==> src/hw/rtl/r2q_pkg.sv <==
// ----------------------------------------------------------------------------
// r2q_pkg
// Shared constants and types of the rotation matrix to quaternion core.
// ----------------------------------------------------------------------------
package r2q_pkg;

	localparam int DATA_WIDTH_DEF = 16;
	localparam int FRAC_BITS_DEF  = 14;

	localparam logic [1:0] BR_TRACE = 2'd0;
	localparam logic [1:0] BR_X     = 2'd1;
	localparam logic [1:0] BR_Y     = 2'd2;
	localparam logic [1:0] BR_Z     = 2'd3;

	typedef struct packed {
		logic [1:0] branch;
		logic       bad;
	} r2q_ctl_t;

endpackage

==> src/hw/rtl/r2q_sqrt.sv <==
// ----------------------------------------------------------------------------
// r2q_sqrt
// Pipelined integer square root of rad * 2^FRAC_BITS, one root bit a stage.
// ----------------------------------------------------------------------------
module r2q_sqrt #(
	parameter int RADW      = r2q_pkg::DATA_WIDTH_DEF + 2,
	parameter int FRAC_BITS = r2q_pkg::FRAC_BITS_DEF,
	parameter int SQ        = (RADW + FRAC_BITS + 1) / 2,
	parameter int SBW       = 8
) (
	input  logic            clk,
	input  logic            arst_n,
	input  logic            en,
	input  logic            in_valid,
	input  logic [RADW-1:0] rad,
	input  logic [SBW-1:0]  sb_in,
	output logic            out_valid,
	output logic [SQ-1:0]   root,
	output logic [SBW-1:0]  sb_out
);
	import r2q_pkg::*;

	localparam int NE = 2 * SQ;

	logic [SQ-1:0]  rem_s  [0:SQ-1];
	logic [SQ-1:0]  root_s [0:SQ];
	logic [NE-1:0]  n_s    [0:SQ-1];
	logic [SBW-1:0] sb_s   [0:SQ];
	logic           v_s    [0:SQ];

	assign rem_s[0]  = '0;
	assign root_s[0] = '0;
	assign n_s[0]    = NE'({rad, {FRAC_BITS{1'b0}}});
	assign sb_s[0]   = sb_in;
	assign v_s[0]    = in_valid;

	for (genvar k = 0; k < SQ; k++) begin : g_stage
		logic [SQ+1:0] cur, trial;
		logic          ge;

		assign cur   = {rem_s[k], n_s[k][NE-1:NE-2]};
		assign trial = {root_s[k], 2'b01};
		assign ge    = (cur >= trial);

		always_ff @(posedge clk or negedge arst_n) begin
			if (!arst_n) begin
				v_s[k+1] <= 1'b0;
			end else if (en) begin
				v_s[k+1] <= v_s[k];
			end
		end

		always_ff @(posedge clk) begin
			if (en) begin
				root_s[k+1] <= {root_s[k][SQ-2:0], ge};
				sb_s[k+1]   <= sb_s[k];
			end
		end

		if (k < SQ - 1) begin : g_rem
			logic [SQ+1:0] nxt;
			assign nxt = ge ? (cur - trial) : cur;
			always_ff @(posedge clk) begin
				if (en) begin
					rem_s[k+1] <= nxt[SQ-1:0];
					n_s[k+1]   <= {n_s[k][NE-3:0], 2'b00};
				end
			end
		end
	end

	assign out_valid = v_s[SQ];
	assign root      = root_s[SQ];
	assign sb_out    = sb_s[SQ];
endmodule

==> config.mk <==
export PLATFORM = sky130hd
export DESIGN_NAME = r2q_sqrt
export DESIGN_NICKNAME = d
export VERILOG_FILES = /design/src/hw/rtl/r2q_pkg.sv /design/src/hw/rtl/r2q_sqrt.sv
export SDC_FILE = /design/constraint.sdc
export NUM_CORES = 1
export LEC_CHECK = 0
export BUFFER_PORTS_ARGS = -buffer_cell sky130_fd_sc_hd__buf_4
export CORE_MARGIN = 2
export CORE_UTILIZATION = 40
export CTS_CLUSTER_DIAMETER = 40
export DETAILED_ROUTE_END_ITERATION = 6
export PLACE_DENSITY = 0.65
export SYNTH_ARGS = -nofsm -noshare
export SYNTH_HDL_FRONTEND = slang
export SYNTH_SLANG_ARGS = --single-unit
==> constraint.sdc <==
create_clock -name clk -period 8.65 [get_ports clk]
set_clock_uncertainty 0.05 [all_clocks]
set_input_delay 1.73 -clock clk [delete_from_list [all_inputs] [get_ports clk]]
set_output_delay 1.73 -clock clk [all_outputs]
set_load 0.02 [all_outputs]
After elaboration in Yosys (flattened, before gate mapping)
Index checks and enable logic that the tools add are counted.
{ "word_totals": {"ff_bits": 579, "in_bits": 30, "out_inout_bits": 25} }
{ "op_classes": {"mux": 15, "n_addsub": 15, "n_lt_le_gt_ge": 16} }
{ "op_table": {"columns": ["cell", "n"], "rows": [
  ["$mux 16", 14],
  ["$ge 18x10->1", 1],
  ["$ge 18x11->1", 1],
  ["$ge 18x12->1", 1],
  ["$ge 18x13->1", 1],
  ["$ge 18x14->1", 1],
  ["$ge 18x15->1", 1],
  ["$ge 18x16->1", 1],
  ["$ge 18x17->1", 1],
  ["$ge 18x3->1", 1],
  ["$ge 18x4->1", 1],
  ["$ge 18x5->1", 1],
  ["$ge 18x6->1", 1],
  ["$ge 18x7->1", 1],
  ["$ge 18x8->1", 1],
  ["$ge 18x9->1", 1],
  ["$sub 16x10->16", 1],
  ["$sub 16x11->16", 1],
  ["$sub 16x12->16", 1],
  ["$sub 16x13->16", 1],
  ["$sub 16x14->16", 1],
  ["$sub 16x15->16", 1],
  ["$sub 16x16->16", 1],
  ["$sub 16x3->16", 1],
  ["9 further kinds", 9]
]} }

Longest topological paths before layout
{ "logic_depth": {"ltp_word": 2, "mapped_depth": 14} }

Least setup slack after synthesis
Ideal clock, no wire load.
{ "synth_timing": {"path_type": "reg-to-reg", "startpoint": "register root_s, in the netlist g_stage[14].trial[2]", "endpoint": "register rem_s, in the netlist g_stage[15].cur[10] (data pin)", "stages_incl_launch_ff": 14, "path_buffers": 1, "setup_time_ps": 260, "setup_slack_ps": 5512, "arrival_time_ps": 2827, "cell_sequence": "edfxtp_1 -> inv_1 -> ha_1 -> inv_1 -> fa_1 -> nor2b_1 -> o21a_1 -> o21ai_1 -> a32o_1 -> o21a_1 -> o21a_1 -> o41ai_4 -> buf_6 -> mux2_4"} }
{ "synth_between": {"elab_chain_len": 2, "word_cells_on_any_way": 3, "cone_classes": "add/sub: 1; order compare: 1; mux: 1"} }
{ "synth_lines": {"columns": ["item", "line_no", "rtl"], "rows": [
  ["start: declaration", "r2q_sqrt.sv:26", "logic [SQ-1:0] root_s [0:SQ];"],
  ["start signal: indexed assignment", "r2q_sqrt.sv:55", "root_s[k+1] <= {root_s[k][SQ-2:0], ge};"],
  ["$sub 16x16->16 or $ge 18x16->1 (tied branches)", "r2q_sqrt.sv:62, r2q_sqrt.sv:43", null],
  ["$mux 16 (*)", "r2q_sqrt.sv:62", "assign nxt = ge ? (cur - trial) : cur;"],
  ["via g_stage[14].g_rem.nxt[8]", "r2q_sqrt.sv:61", "logic [SQ+1:0] nxt;"],
  ["end signal: indexed assignment", "r2q_sqrt.sv:65", "rem_s[k+1] <= nxt[SQ-1:0];"],
  ["end: declaration", "r2q_sqrt.sv:25", "logic [SQ-1:0] rem_s [0:SQ-1];"]
]} }
Mark *: on every way through the listed nets, which the timed path passes. The rest lies on a longest branch.
A chain may end at the register's enable or synchronous reset.

Worst setup path in the final report
{ "layout_timing": {"startpoint": "register root_s, in the netlist g_stage[14].trial[2]", "endpoint": "register rem_s, in the netlist g_stage[15].cur[17] (data pin)"} }
Same word-level chain as after synthesis.

==> impl_metrics.csv <==
group,metric,value,unit
critical_path,reg2reg_to,"g_stage[15].cur[17]$_DFFE_PP_",
die,pin_count,55,
timing,drv_slew,0,
route,avgRoutedWirePerCell,13.8,um
placement,port_buffers,54,
route,wl,40100,um
finish,stdcell_count,2911,
timing,setup_viol,0,
clock_tree,ctsHoldBuffers,0,
die,fp.dieW,258,um
power,leakage,11.7,nW
hold_path,hold_end,"sb_s[52]$_DFFE_PP_",
route,firstDrtPassIters,7,
finish,drive_above_1_share,12.9,%
finish,nets,2168,
synth,ys_warn_count,0,
clock_tree,post-cts-setup-buffers,0,
timing,min_period,3.87,ns
route,vias_per_cell,4.90,
hold_path,worstHoldPathCells,0,
power,total_power,0.00812,W
die,start_util,40.6,%
clock_tree,clkSinkCount,570,
critical_path,worstSetupStartpointType,"flip-flop",
hold_path,min_from,"sb_s[60]$_DFFE_PP_",
critical_path,reg2reg_depth,12,
synth,synth_edf_count,554,
placement,dp.cells,2752,
timing,tightestPinTransition,1.22,ns
critical_path,critPathMaxFanout,16,
critical_path,crit_arrival,4.16,ns
critical_path,critPathCaptureType,"flip-flop",
finish,nFillCells,5440,
global_route,antenna_found_initial,0,
finish,layout_common_cells,"edfxtp_1 (554), inv_1 (190), ha_1 (139)",
synth,synth_ff_type,"edfxtp_1",
global_route,grt_overflow,0,
synth,synth_area,25700,um^2
clock_tree,cts_buffer_depth,3,
timing,whs,0.349,ns
critical_path,crit_required,8.94,ns
synth,synth_area_leaders,"edfxtp_1 (65%), ha_1 (6.8%), inv_1 (2.8%), xnor2_1 (2.5%), xor2_1 (2.4%)",
synth,ys_types,72,
synth,ys_seq_elements,570,
die,die-area,66300,um^2
clock_tree,htreeDepth,3,
route,drtIter0Drc,750,
global_route,grt_pass1_vias,14740,
global_route,grt_max_degree,182,
route,drc_errors,0,
route,vias,14278,
die,die_h,258,um
synth,syn_inst,1870,
finish,final_common_cell,"edfxtp_1",
clock_tree,cts_resized,0,
synth,syn-num-nets,2045,
clock_tree,cts_root_buffer,"clkbuf_16",
power,ir_drop,0.205,mV
finish,multi_input_area,7830,um^2
die,core_region_area,63300,um^2
hold_path,holdCritPathClass,"flip-flop to flip-flop",
power,p_per_area,270,nW/um^2
clock_tree,cts_tree,"done",
critical_path,reg2reg_slack,4.78,ns
timing,final.period_utilization,44.8,%
synth,synth.avg_cell_area,13.8,um^2
critical_path,crit_slowest_cell,"o41ai_4",
timing,fin_setup_tns,0,ns
critical_path,r2r-start,"g_stage[14].trial[2]$_DFFE_PP_",
critical_path,path_class,"flip-flop to flip-flop",
finish,seq_area,17000,um^2
placement,dp_hpwl,26700,um
synth,synth_top_area_cell,"edfxtp_1",
timing,hold_viol,0,
global_route,grt_use_total,12.0,%
timing,maxSlewHeadroom,18.3,%
timing,fmax,258,MHz
clock_tree,clk_latency,0.63,ns
placement,gp_congestion,0.807,
critical_path,crit_chain,"inv_1 > ha_1 > inv_1 > fa_1 > nor2b_1 > o21a_1 > o21ai_1 > a32o_1 > o21a_1 > o21a_1 > o41ai_4 > mux2_2",
synth,async_reset_ff_share,2.81,%
synth,ys_seq_area_share,66.2,%
critical_path,path_depth,12,
global_route,grt_pass1_wl,66300,um
critical_path,crit_path_frequent_cell,"o21a_1",
route,ant_nets,0,
finish,diodes,0,
clock_tree,clkTransAtPathRegs,0.06,ns
job,timing.max_cap.violations,0,
critical_path,slowest_delay,0.93,ns
synth,synth_top_area_share,64.7,%
critical_path,critPathBufInv,2,
critical_path,path_delay_family,"compound AO/OA/AOI/OAI gates",
timing,rsz0062_at_grt,"false",
clock_tree,cts_buffers,85,
finish,synthToLayoutAreaGrowth,16.9,%
outcome,status,"finished, final reports clean",
die,rows,92,
[per-layer routing]
layer	vias to the layer above	track usage, %	share of wire, %
met3	104	2.90	4.0
met2	270	23.0	54
met4	0	5.46	3.4
met1	6826	12.2	38
met5	-	0	0
li1	7078	-	-
[cell usage after synthesis (30+ instances only)]
master and count:
o21ai_0 97, edfxtp_1 554, nor3_1 44, ha_1 139
mux2_2 46, xor2_1 71, nand2_1 107, xnor2_1 74
inv_1 190, a21oi_1 89, o21a_1 30, nor2_1 104
[cell type report]
class                      count  area share, %
tap                          846           3.52
multi-input combinational   1081           26.0
timing repair buffer          63           1.64
clock buffer                  98           7.31
clock inverter                61           2.42
sequential                   570           56.7
inverter                     192           2.40
[power breakdown]
part / internal [W] / total [W] / switching [W]
registers: 0.00344 / 0.00361 / 0.000166
logic: 0.000503 / 0.00106 / 0.000559
clock network: 0.00220 / 0.00345 / 0.00125
total: 0.00615 / 0.00812 / 0.00197
[cells by family after synthesis]
| kind of cell | after synthesis | share of synthesized area [%] |
|---|---|---|
| flip-flops | 570 | 66.2 |
| AND/OR/NAND/NOR | 421 | 8.16 |
| AO/OA/AOI/OAI | 309 | 7.35 |
| buffers and inverters | 219 | 3.37 |
| adder cells (fa/ha/maj) | 145 | 7.23 |
| XOR/XNOR | 145 | 4.94 |
| multiplexers | 60 | 2.70 |
| other | 1 | 0.0146 |
[registers in the layout, summed over array words and instances (netlist names)]
signal,flops
g_stage.cur,234
g_stage.trial,120
sb_s,120
n_s,56
root,16
v_s,15
sb_out,8
out_valid,1
[metrics by stage]
step | util (%) | cell area [um^2] | setup WS [ns]
CTS | 47.5 | 30100 | 4.72
detailed placement | 42.9 | 27100 | 4.74
global placement | 42.9 | 27100 | 4.82
global route | 47.5 | 30100 | 4.55
finish | 47.5 | 30100 | 4.78
floorplan | - | 25700 | 5.51
[worst max path at each step]
stage	slack (ns)	start	to
2_1_floorplan	5.51	g_stage[14].trial[2]$_DFFE_PP_	g_stage[15].cur[10]$_DFFE_PP_
3_3_place_gp	4.82	g_stage[14].trial[2]$_DFFE_PP_	g_stage[15].cur[4]$_DFFE_PP_
3_5_place_dp	4.74	g_stage[14].trial[2]$_DFFE_PP_	g_stage[15].cur[7]$_DFFE_PP_
4_1_cts	4.72	g_stage[14].trial[2]$_DFFE_PP_	g_stage[15].cur[17]$_DFFE_PP_
5_1_grt	4.55	g_stage[14].trial[2]$_DFFE_PP_	g_stage[15].cur[17]$_DFFE_PP_
6_report	4.78	g_stage[14].trial[2]$_DFFE_PP_	g_stage[15].cur[17]$_DFFE_PP_
Power figures use the tool's default switching activity.
