===== src/hw/rtl/r2q_pkg.sv =====
// ----------------------------------------------------------------------------
// r2q_pkg
// Shared constants and types of the rotation matrix to quaternion core.
// ----------------------------------------------------------------------------
package r2q_pkg;

	localparam int DATA_WIDTH_DEF = 16;
	localparam int FRAC_BITS_DEF  = 14;

	localparam logic [1:0] BR_TRACE = 2'd0;
	localparam logic [1:0] BR_X     = 2'd1;
	localparam logic [1:0] BR_Y     = 2'd2;
	localparam logic [1:0] BR_Z     = 2'd3;

	typedef struct packed {
		logic [1:0] branch;
		logic       bad;
	} r2q_ctl_t;

endpackage


===== src/hw/rtl/r2q_front.sv =====
// ----------------------------------------------------------------------------
// r2q_front
// First stage: trace, branch choice, radicand and the three cross numerators.
// ----------------------------------------------------------------------------
module r2q_front #(
	parameter int DATA_WIDTH = r2q_pkg::DATA_WIDTH_DEF,
	parameter int FRAC_BITS  = r2q_pkg::FRAC_BITS_DEF,
	parameter int RW         = DATA_WIDTH + 3
) (
	input  logic                         clk,
	input  logic                         arst_n,
	input  logic                         en,
	input  logic                         in_valid,
	input  logic signed [DATA_WIDTH-1:0] r00, r01, r02,
	input  logic signed [DATA_WIDTH-1:0] r10, r11, r12,
	input  logic signed [DATA_WIDTH-1:0] r20, r21, r22,
	output logic                         v_s1,
	output r2q_pkg::r2q_ctl_t            ctl_s1,
	output logic [RW-2:0]                rad_s1,
	output logic [2:0][DATA_WIDTH:0]     mag_s1,
	output logic [2:0]                   sgn_s1
);
	import r2q_pkg::*;

	localparam logic signed [RW-1:0] ONE_Q = {{(RW-1){1'b0}}, 1'b1} << FRAC_BITS;

	logic signed [RW-1:0]     e00, e11, e22, tr, rad;
	logic signed [DATA_WIDTH:0] dzy, dxz, dyx, sxy, sxz, syz;
	logic signed [DATA_WIDTH:0] num [3];
	logic [1:0]               br;

	assign e00 = RW'(r00);
	assign e11 = RW'(r11);
	assign e22 = RW'(r22);
	assign tr  = e00 + e11 + e22;

	assign dzy = (DATA_WIDTH+1)'(r21) - (DATA_WIDTH+1)'(r12);
	assign dxz = (DATA_WIDTH+1)'(r02) - (DATA_WIDTH+1)'(r20);
	assign dyx = (DATA_WIDTH+1)'(r10) - (DATA_WIDTH+1)'(r01);
	assign sxy = (DATA_WIDTH+1)'(r01) + (DATA_WIDTH+1)'(r10);
	assign sxz = (DATA_WIDTH+1)'(r02) + (DATA_WIDTH+1)'(r20);
	assign syz = (DATA_WIDTH+1)'(r12) + (DATA_WIDTH+1)'(r21);

	always_comb begin
		if (tr > 0) begin
			br = BR_TRACE;
		end else if (e00 > e11 && e00 > e22) begin
			br = BR_X;
		end else if (e11 > e22) begin
			br = BR_Y;
		end else begin
			br = BR_Z;
		end
		case (br)
			BR_TRACE: begin
				rad = ONE_Q + tr;
				num[0] = dzy; num[1] = dxz; num[2] = dyx;
			end
			BR_X: begin
				rad = ONE_Q + e00 - e11 - e22;
				num[0] = sxy; num[1] = sxz; num[2] = dzy;
			end
			BR_Y: begin
				rad = ONE_Q + e11 - e00 - e22;
				num[0] = sxy; num[1] = syz; num[2] = dxz;
			end
			default: begin
				rad = ONE_Q + e22 - e00 - e11;
				num[0] = sxz; num[1] = syz; num[2] = dyx;
			end
		endcase
	end

	always_ff @(posedge clk or negedge arst_n) begin
		if (!arst_n) begin
			v_s1 <= 1'b0;
		end else if (en) begin
			v_s1 <= in_valid;
		end
	end

	always_ff @(posedge clk) begin
		if (en) begin
			ctl_s1.branch <= br;
			ctl_s1.bad    <= rad[RW-1] || (rad == '0);
			rad_s1        <= rad[RW-2:0];
			for (int l = 0; l < 3; l++) begin
				sgn_s1[l] <= num[l][DATA_WIDTH];
				mag_s1[l] <= num[l][DATA_WIDTH] ? -num[l] : num[l];
			end
		end
	end
endmodule


===== config.mk =====
export PLATFORM = sky130hd
export DESIGN_NAME = r2q_front
export DESIGN_NICKNAME = d
export VERILOG_FILES = /design/src/hw/rtl/r2q_pkg.sv /design/src/hw/rtl/r2q_front.sv
export SDC_FILE = /design/constraint.sdc
export NUM_CORES = 1
export LEC_CHECK = 0
export ABC_AREA = 1
export ABC_CLOCK_PERIOD_IN_PS = 980
export BUFFER_PORTS_ARGS = -buffer_cell sky130_fd_sc_hd__clkbuf_2
export CAP_MARGIN = 20
export CORE_UTILIZATION = 40
export CTS_CLUSTER_DIAMETER = 200
export DETAILED_ROUTE_END_ITERATION = 8
export HOLD_SLACK_MARGIN = 0.06
export PLACE_DENSITY = 0.56
export SLEW_MARGIN = 20
export SYNTH_ARGS = -nofsm -noshare
export SYNTH_HDL_FRONTEND = slang
export SYNTH_SLANG_ARGS = --single-unit

===== constraint.sdc =====
create_clock -name clk -period 0.98 [get_ports clk]
set_clock_uncertainty 0.15 [all_clocks]
set_input_delay 0.049 -clock clk [delete_from_list [all_inputs] [get_ports clk]]
set_output_delay 0.049 -clock clk [all_outputs]
set_load 0.01 [all_outputs]

Word-level counts from Yosys, hierarchy flattened
Cells that the tools add are included.
W data, S select, Z words.
{"block": "word_totals", "inputBits": 148, "output_inout_bits": 76, "reg_bits": 76, "wordCells": 50}
{"block": "op_classes", "n_reduce_logical": 4, "n_mux": 8, "add_sub_neg": 21, "magnitude_cmp": 4, "n_eq_ne": 2}
{"op": "$pmux W51 S3", "count": 1}
{"op": "$add A16 B16 Y17", "count": 4}
{"op": "$pmux W19 S3", "count": 1}
{"op": "$sub A18 B16 Y19", "count": 3}
{"op": "$sub A17 B16 Y18", "count": 3}
{"op": "$add A16 B16 Y17 const A", "count": 3}
{"op": "$neg A17 Y17", "count": 3}
{"op": "$sub A16 B16 Y17", "count": 3}
{"op": "$gt A16 B16 Y1", "count": 3}
{"op": "$mux W16", "count": 3}
{"op": "$add A16 B18 Y19 const A", "count": 1}
{"op": "$logic_not A19 Y1", "count": 1}
{"op": "$add A17 B16 Y18", "count": 1}
{"op": "$gt A18 B1 Y1 const B", "count": 1}
{"op": "$mux W2", "count": 2}
{"op": "$eq A2 B1 Y1 const B", "count": 1}
{"op": "$eq A2 B2 Y1 const B", "count": 1}
{"op": "$logic_not A2 Y1", "count": 1}
{"op": "$logic_and A1 B1 Y1", "count": 1}
{"op": "$logic_or A1 B1 Y1", "count": 1}
{"op": "$mux W1", "count": 1}

Logic depth before layout (Yosys ltp)
{"block": "logic_depth", "word_depth": 8, "ltp_mapped": 36, "ltp_nobuf": 35}

Worst setup path before layout
No wires, ideal clock.
{"block": "synth_timing", "path_kind": "input port to flip-flop", "start": "input port r00[1]", "end": "register mag_s1[12] (netlist name) (data pin)", "slack_ns": -3.405, "arrival_time_ns": 3.983, "path_buffers": 2, "t_required_ns": 0.577, "setup_time_ns": 0.253, "cell_stages": 34, "cell_sequence": "fa_1 > ha_1 > fa_1 > nand3_1 > nand2_2 > nand3_1 > nand3_1 > nand3_1 > nand2_1 > xor2_1 > inv_1 > ha_1 > nand3b_1 > nor2_1 > nand3_1 > nor2_1 > nand2_1 > nor2_1 > nand3_2 > nand2_4 > buf_8 > buf_6 > o21ai_0 > inv_1 > nand2_1 > nand2_1 > ha_1 > nand4_1 > nor2_2 > nand2_1 > nor2_1 > nand2_1 > nand3_1 > nand2_1"}
{"block": "synth_via", "elab_chain_len": 8, "word_cells_on_any_way": 14, "classes_between": "add/sub: 3; order compare: 3; eq/ne: 2; mux: 4; reduce/logical: 2"}
{"item": "from (decl)", "line": "r2q_front.sv:14", "source": "input logic signed [DATA_WIDTH-1:0] r00, r01, r02,"}
{"item": "$add A16 B16 Y17 / $gt A16 B16 Y1 (equally long branches)", "line": "r2q_front.sv:35, r2q_front.sv:47"}
{"item": "$add A17 B16 Y18 / $logic_and A1 B1 Y1 (equally long branches)", "line": "r2q_front.sv:35, r2q_front.sv:47"}
{"item": "$gt A18 B1 Y1 / $mux W2 (equally long branches)", "line": "r2q_front.sv:45, r2q_front.sv:47"}
{"item": "$mux W2 *", "line": "r2q_front.sv:45", "source": "if (tr > 0) begin"}
{"item": "$eq A2 B2 Y1 (tied with other cells)", "line": "r2q_front.sv:54", "source": "case (br)"}
{"item": "$pmux W51 S3 *", "line": "r2q_front.sv:54"}
{"item": "$neg A17 Y17", "line": "r2q_front.sv:89", "source": "mag_s1[l] <= num[l][DATA_WIDTH] ? -num[l] : num[l];"}
{"item": "$mux W16 *", "line": "r2q_front.sv:89"}
{"item": "to (signal, indexed assignment)", "line": "r2q_front.sv:89"}
{"item": "to (decl)", "line": "r2q_front.sv:20", "source": "output logic [2:0][DATA_WIDTH:0] mag_s1,"}
Every way passes the cells marked *; elsewhere a longest branch is shown, timed or not.
A chain may end at the register's enable or synchronous reset.

Final worst setup path
{"block": "layout_timing", "start": "input port r00[1]", "end": "register mag_s1[48] (netlist name) (data pin)"}
The elaborated chain is that of the path after synthesis.

==> results.sh <==
export IMPL_min_path_cells=2
export IMPL_finalHoldViolCount=0
export IMPL_r2r_start="v_s1"
export IMPL_path_max_fanout=7
export IMPL_wl_per_cell_um=17.2
export IMPL_cts_buffers=9
export IMPL_synthArstFlopShare=0.0132
export IMPL_die_x_um=212
export IMPL_cts_sinks=76
export IMPL_start_kind="primary input"
export IMPL_grt_use_total=0.315
export IMPL_grt_max_degree=22
export IMPL_wirelength_mm=71.8
export IMPL_r2r_slack_ns=0.07
export IMPL_port_buffers=223
export IMPL_switching_share=0.488
export IMPL_initial_core_util=0.408
export IMPL_clkPwrFrac=0.068
export IMPL_clk_path_buf_depth=2
export IMPL_synth_ff_type="edfxtp_1"
export IMPL_ios=224
export IMPL_arrival_ns=4.28
export IMPL_synth_seq_area_share=0.129
export IMPL_synthesis_nets=3081
export IMPL_grt_overflow_total=0
export IMPL_rows=76
export IMPL_ys_warn_count=0
export IMPL_relSlewSlack=0.497
export IMPL_p_per_area_nw_per_um2=1820
export IMPL_viasPerCell=4.97
export IMPL_drv_cap=0
export IMPL_outcome="complete, but fails checks"
export IMPL_p_sw_mw=24.5
export IMPL_core_area_um2=43300
export IMPL_clkLatencyLatePin_ns=0.35
export IMPL_power_total_mw=50.1
export IMPL_finalCritPeriodShare=4.40
export IMPL_drc_errors=0
export IMPL_drive_gt1_frac=0.383
export IMPL_clk_pin_slew_worst_paths_ns=0.07
export IMPL_fin_crit_ns=4.31
export IMPL_cp_required_ns=0.95
export IMPL_leakagePower_nw=15.1
export IMPL_htreeDepth=3
export IMPL_ff2ff_path_depth=1
export IMPL_antenna_left=0
export IMPL_antenna_found_initial=4
export IMPL_grt_pass1_wl_mm=109
export IMPL_comb_power_share=0.811
export IMPL_setup_viol=153
export IMPL_die_area_um2=45000
export IMPL_hold_path_class="in2reg"
export IMPL_first_pass_iters=5
export IMPL_crit_buf_inv=7
export IMPL_fin_cells=4166
export IMPL_globalplace_congestion=1.05
export IMPL_cpMostUsedCell="nand3_2"
export IMPL_avgSynthCellArea_um2=6.92
export IMPL_area_growth_pct=56.0
export IMPL_clock_root_buffer="clkbuf_16"
export IMPL_syn_area_um2=17700
export IMPL_first_iter_violations=1596
export IMPL_num_vias=20700
export IMPL_synth_seq_cells=76
export IMPL_cts_tree="built"
export IMPL_postSynthCellCount=2551
export IMPL_place_inst=4084
export IMPL_grt_setup_unrepaired="true"
export IMPL_critPathMaxStageDelay_ns=0.47
export IMPL_cp_top_family="simple AND/OR/NAND/NOR gates"
export IMPL_endpoint_kind="flip-flop"
export IMPL_ys_types=58
export IMPL_worst_pin_slew_ns=0.744
export IMPL_p_int_mw=25.6
export IMPL_clock_fmax_mhz=232
export IMPL_final_max_slew_violation_count=0
export IMPL_violations="setup timing"
export IMPL_die_h_um=212
export IMPL_path_class="in2reg"
export IMPL_final_nets=4104
export IMPL_min_to="mag_s1[25]"
export IMPL_p_seq_frac=0.121
export IMPL_synth_edf_count=75
export IMPL_grt_pass1_vias=20200
export IMPL_cp_slowest_cell="fa_1"
export IMPL_dp_hpwl_mm=62.3
export IMPL_max_vdd_ir_drop_mv=1.18
export IMPL_fin_ws_ns=-3.33
export IMPL_min_from="en"
export IMPL_r2r_end="v_s1"
==> metal layers <==
metal,vias to the layer above,track usage,wire length [um]
met5,-,0,13
li1,10300,-,-
met4,2,0.0730,1380
met3,75,0.0572,5350
met1,9721,0.457,34500
met2,624,0.477,30600
==> kinds of logic after synthesis <==
group / after synthesis / synth area share
adders and majority gates: 382 / 0.304
DFF: 76 / 0.129
xor gates and xnor gates: 118 / 0.0585
buffers and inverters: 499 / 0.112
muxes: 1 / 0.000638
and+or+nand+nor: 1165 / 0.293
AOI/OAI and AO/OA: 310 / 0.102
==> synthesized netlist by cell type, types with 4 or more instances <==
library cell | number | share of area
buf_6 | 8 | 0.0051
nor2_1 | 178 | 0.038
fa_1 | 79 | 0.090
o211ai_1 | 8 | 0.0034
a31o_2 | 4 | 0.0020
buf_1 | 4 | 0.00085
a21o_1 | 7 | 0.0030
edfxtp_1 | 75 | 0.13
or2_2 | 15 | 0.0053
nand3_1 | 230 | 0.065
a21boi_0 | 4 | 0.0017
buf_2 | 17 | 0.0048
buf_4 | 5 | 0.0021
a221oi_1 | 4 | 0.0020
o21ai_0 | 63 | 0.018
nand2_1 | 585 | 0.12
a21oi_1 | 152 | 0.043
xor2_1 | 104 | 0.052
o21bai_1 | 25 | 0.011
a211oi_1 | 4 | 0.0017
nor3_1 | 25 | 0.0071
nand2_2 | 8 | 0.0028
ha_1 | 303 | 0.21
nand4_1 | 67 | 0.024
clkbuf_1 | 19 | 0.0040
nand3_2 | 9 | 0.0051
inv_2 | 11 | 0.0023
inv_1 | 433 | 0.092
a31oi_1 | 9 | 0.0032
nand3b_1 | 14 | 0.0060
xnor2_1 | 14 | 0.0069
o31ai_1 | 6 | 0.0026
nor2_2 | 17 | 0.0060
==> power groups by stage <==
stage	clock [mW]	combinational [mW]	sequential [mW]
2_1_floorplan	0	16.8	6.69
3_3_place_gp	0	34.4	6.12
3_5_place_dp	0	34.6	6.13
4_1_cts	3.45	36.7	6.08
5_1_grt	3.57	43.8	6.19
6_report	3.41	40.6	6.07
==> flip-flops by register name, indices dropped and copies added (netlist names) <==
name	count
ctl_s1	3
mag_s1	51
rad_s1	18
sgn_s1	3
v_s1	1
==> layout by cell type (no fill, tap or decap), types with 6 or more instances in the layout <==
master	n
ha_1	288
nand4_1	67
inv_2	18
nand2_4	19
nor2_2	35
nand2_2	47
a21o_1	7
nand3_2	41
or2_2	15
nor3_1	25
ha_4	13
buf_4	784
edfxtp_1	75
a21oi_1	150
xnor2_1	12
nand3_1	181
buf_6	29
nand3b_1	14
o211ai_1	8
xor2_1	101
nand2_1	527
nor2_4	29
o31ai_1	6
clkbuf_16	12
buf_12	21
fa_2	12
clkbuf_2	218
fa_1	67
nand3_4	20
inv_1	420
o21ai_0	57
nor2_1	133
o21bai_1	25
a31oi_1	9
==> cell type report <==
type,instances,area [um2]
repair inverters,1,7.51
inverters,444,1690
repair buffers,1064,7900
fillers,3970,15700
clock buffers,9,225
flip-flops and latches,76,2280
clock inverters,7,67.6
diodes,2,5.00
well taps,585,732
multi-input cells,1978,14600
==> repair_timing <==
item | 4_1_cts | 5_1_grt
pin swaps | 26 | 41
buffers inserted | 21 | 45
gates cloned | 3 | 4
hold buffers | 4 | 1
hold endpoints to repair | 4 | 3
gates resized for setup | 113 | 187
setup endpoints to repair | 150 | 153
==> stage by stage <==
step	setup TNS, ns	utilization	setup slack, ns	hold WS, ns	instance area [um2]
floorplan	-207.31	-	-3.18	-0.397	17900
global placement	-258.15	0.589	-3.70	-0.325	25500
detailed placement	-262.71	0.589	-3.80	-0.324	25500
CTS	-229.88	0.613	-3.24	0.0422	26500
global route	-249.14	0.636	-3.53	0.0468	27500
finish	-236.27	0.636	-3.33	0.0360	27500
==> worst max-delay path by stage <==
stage | start | to | slack [ns] | cells after the start
after floorplan | r00[1] | mag_s1[12] | -3.18 | 34
after global placement | r00[1] | mag_s1[27] | -3.70 | 31
after detailed placement | r00[11] | mag_s1[27] | -3.80 | 28
after CTS | r00[1] | mag_s1[12] | -3.24 | 34
after global routing | r00[11] | mag_s1[12] | -3.53 | 31
final | r00[1] | mag_s1[48] | -3.33 | 34
Power figures use the tool's default switching activity.
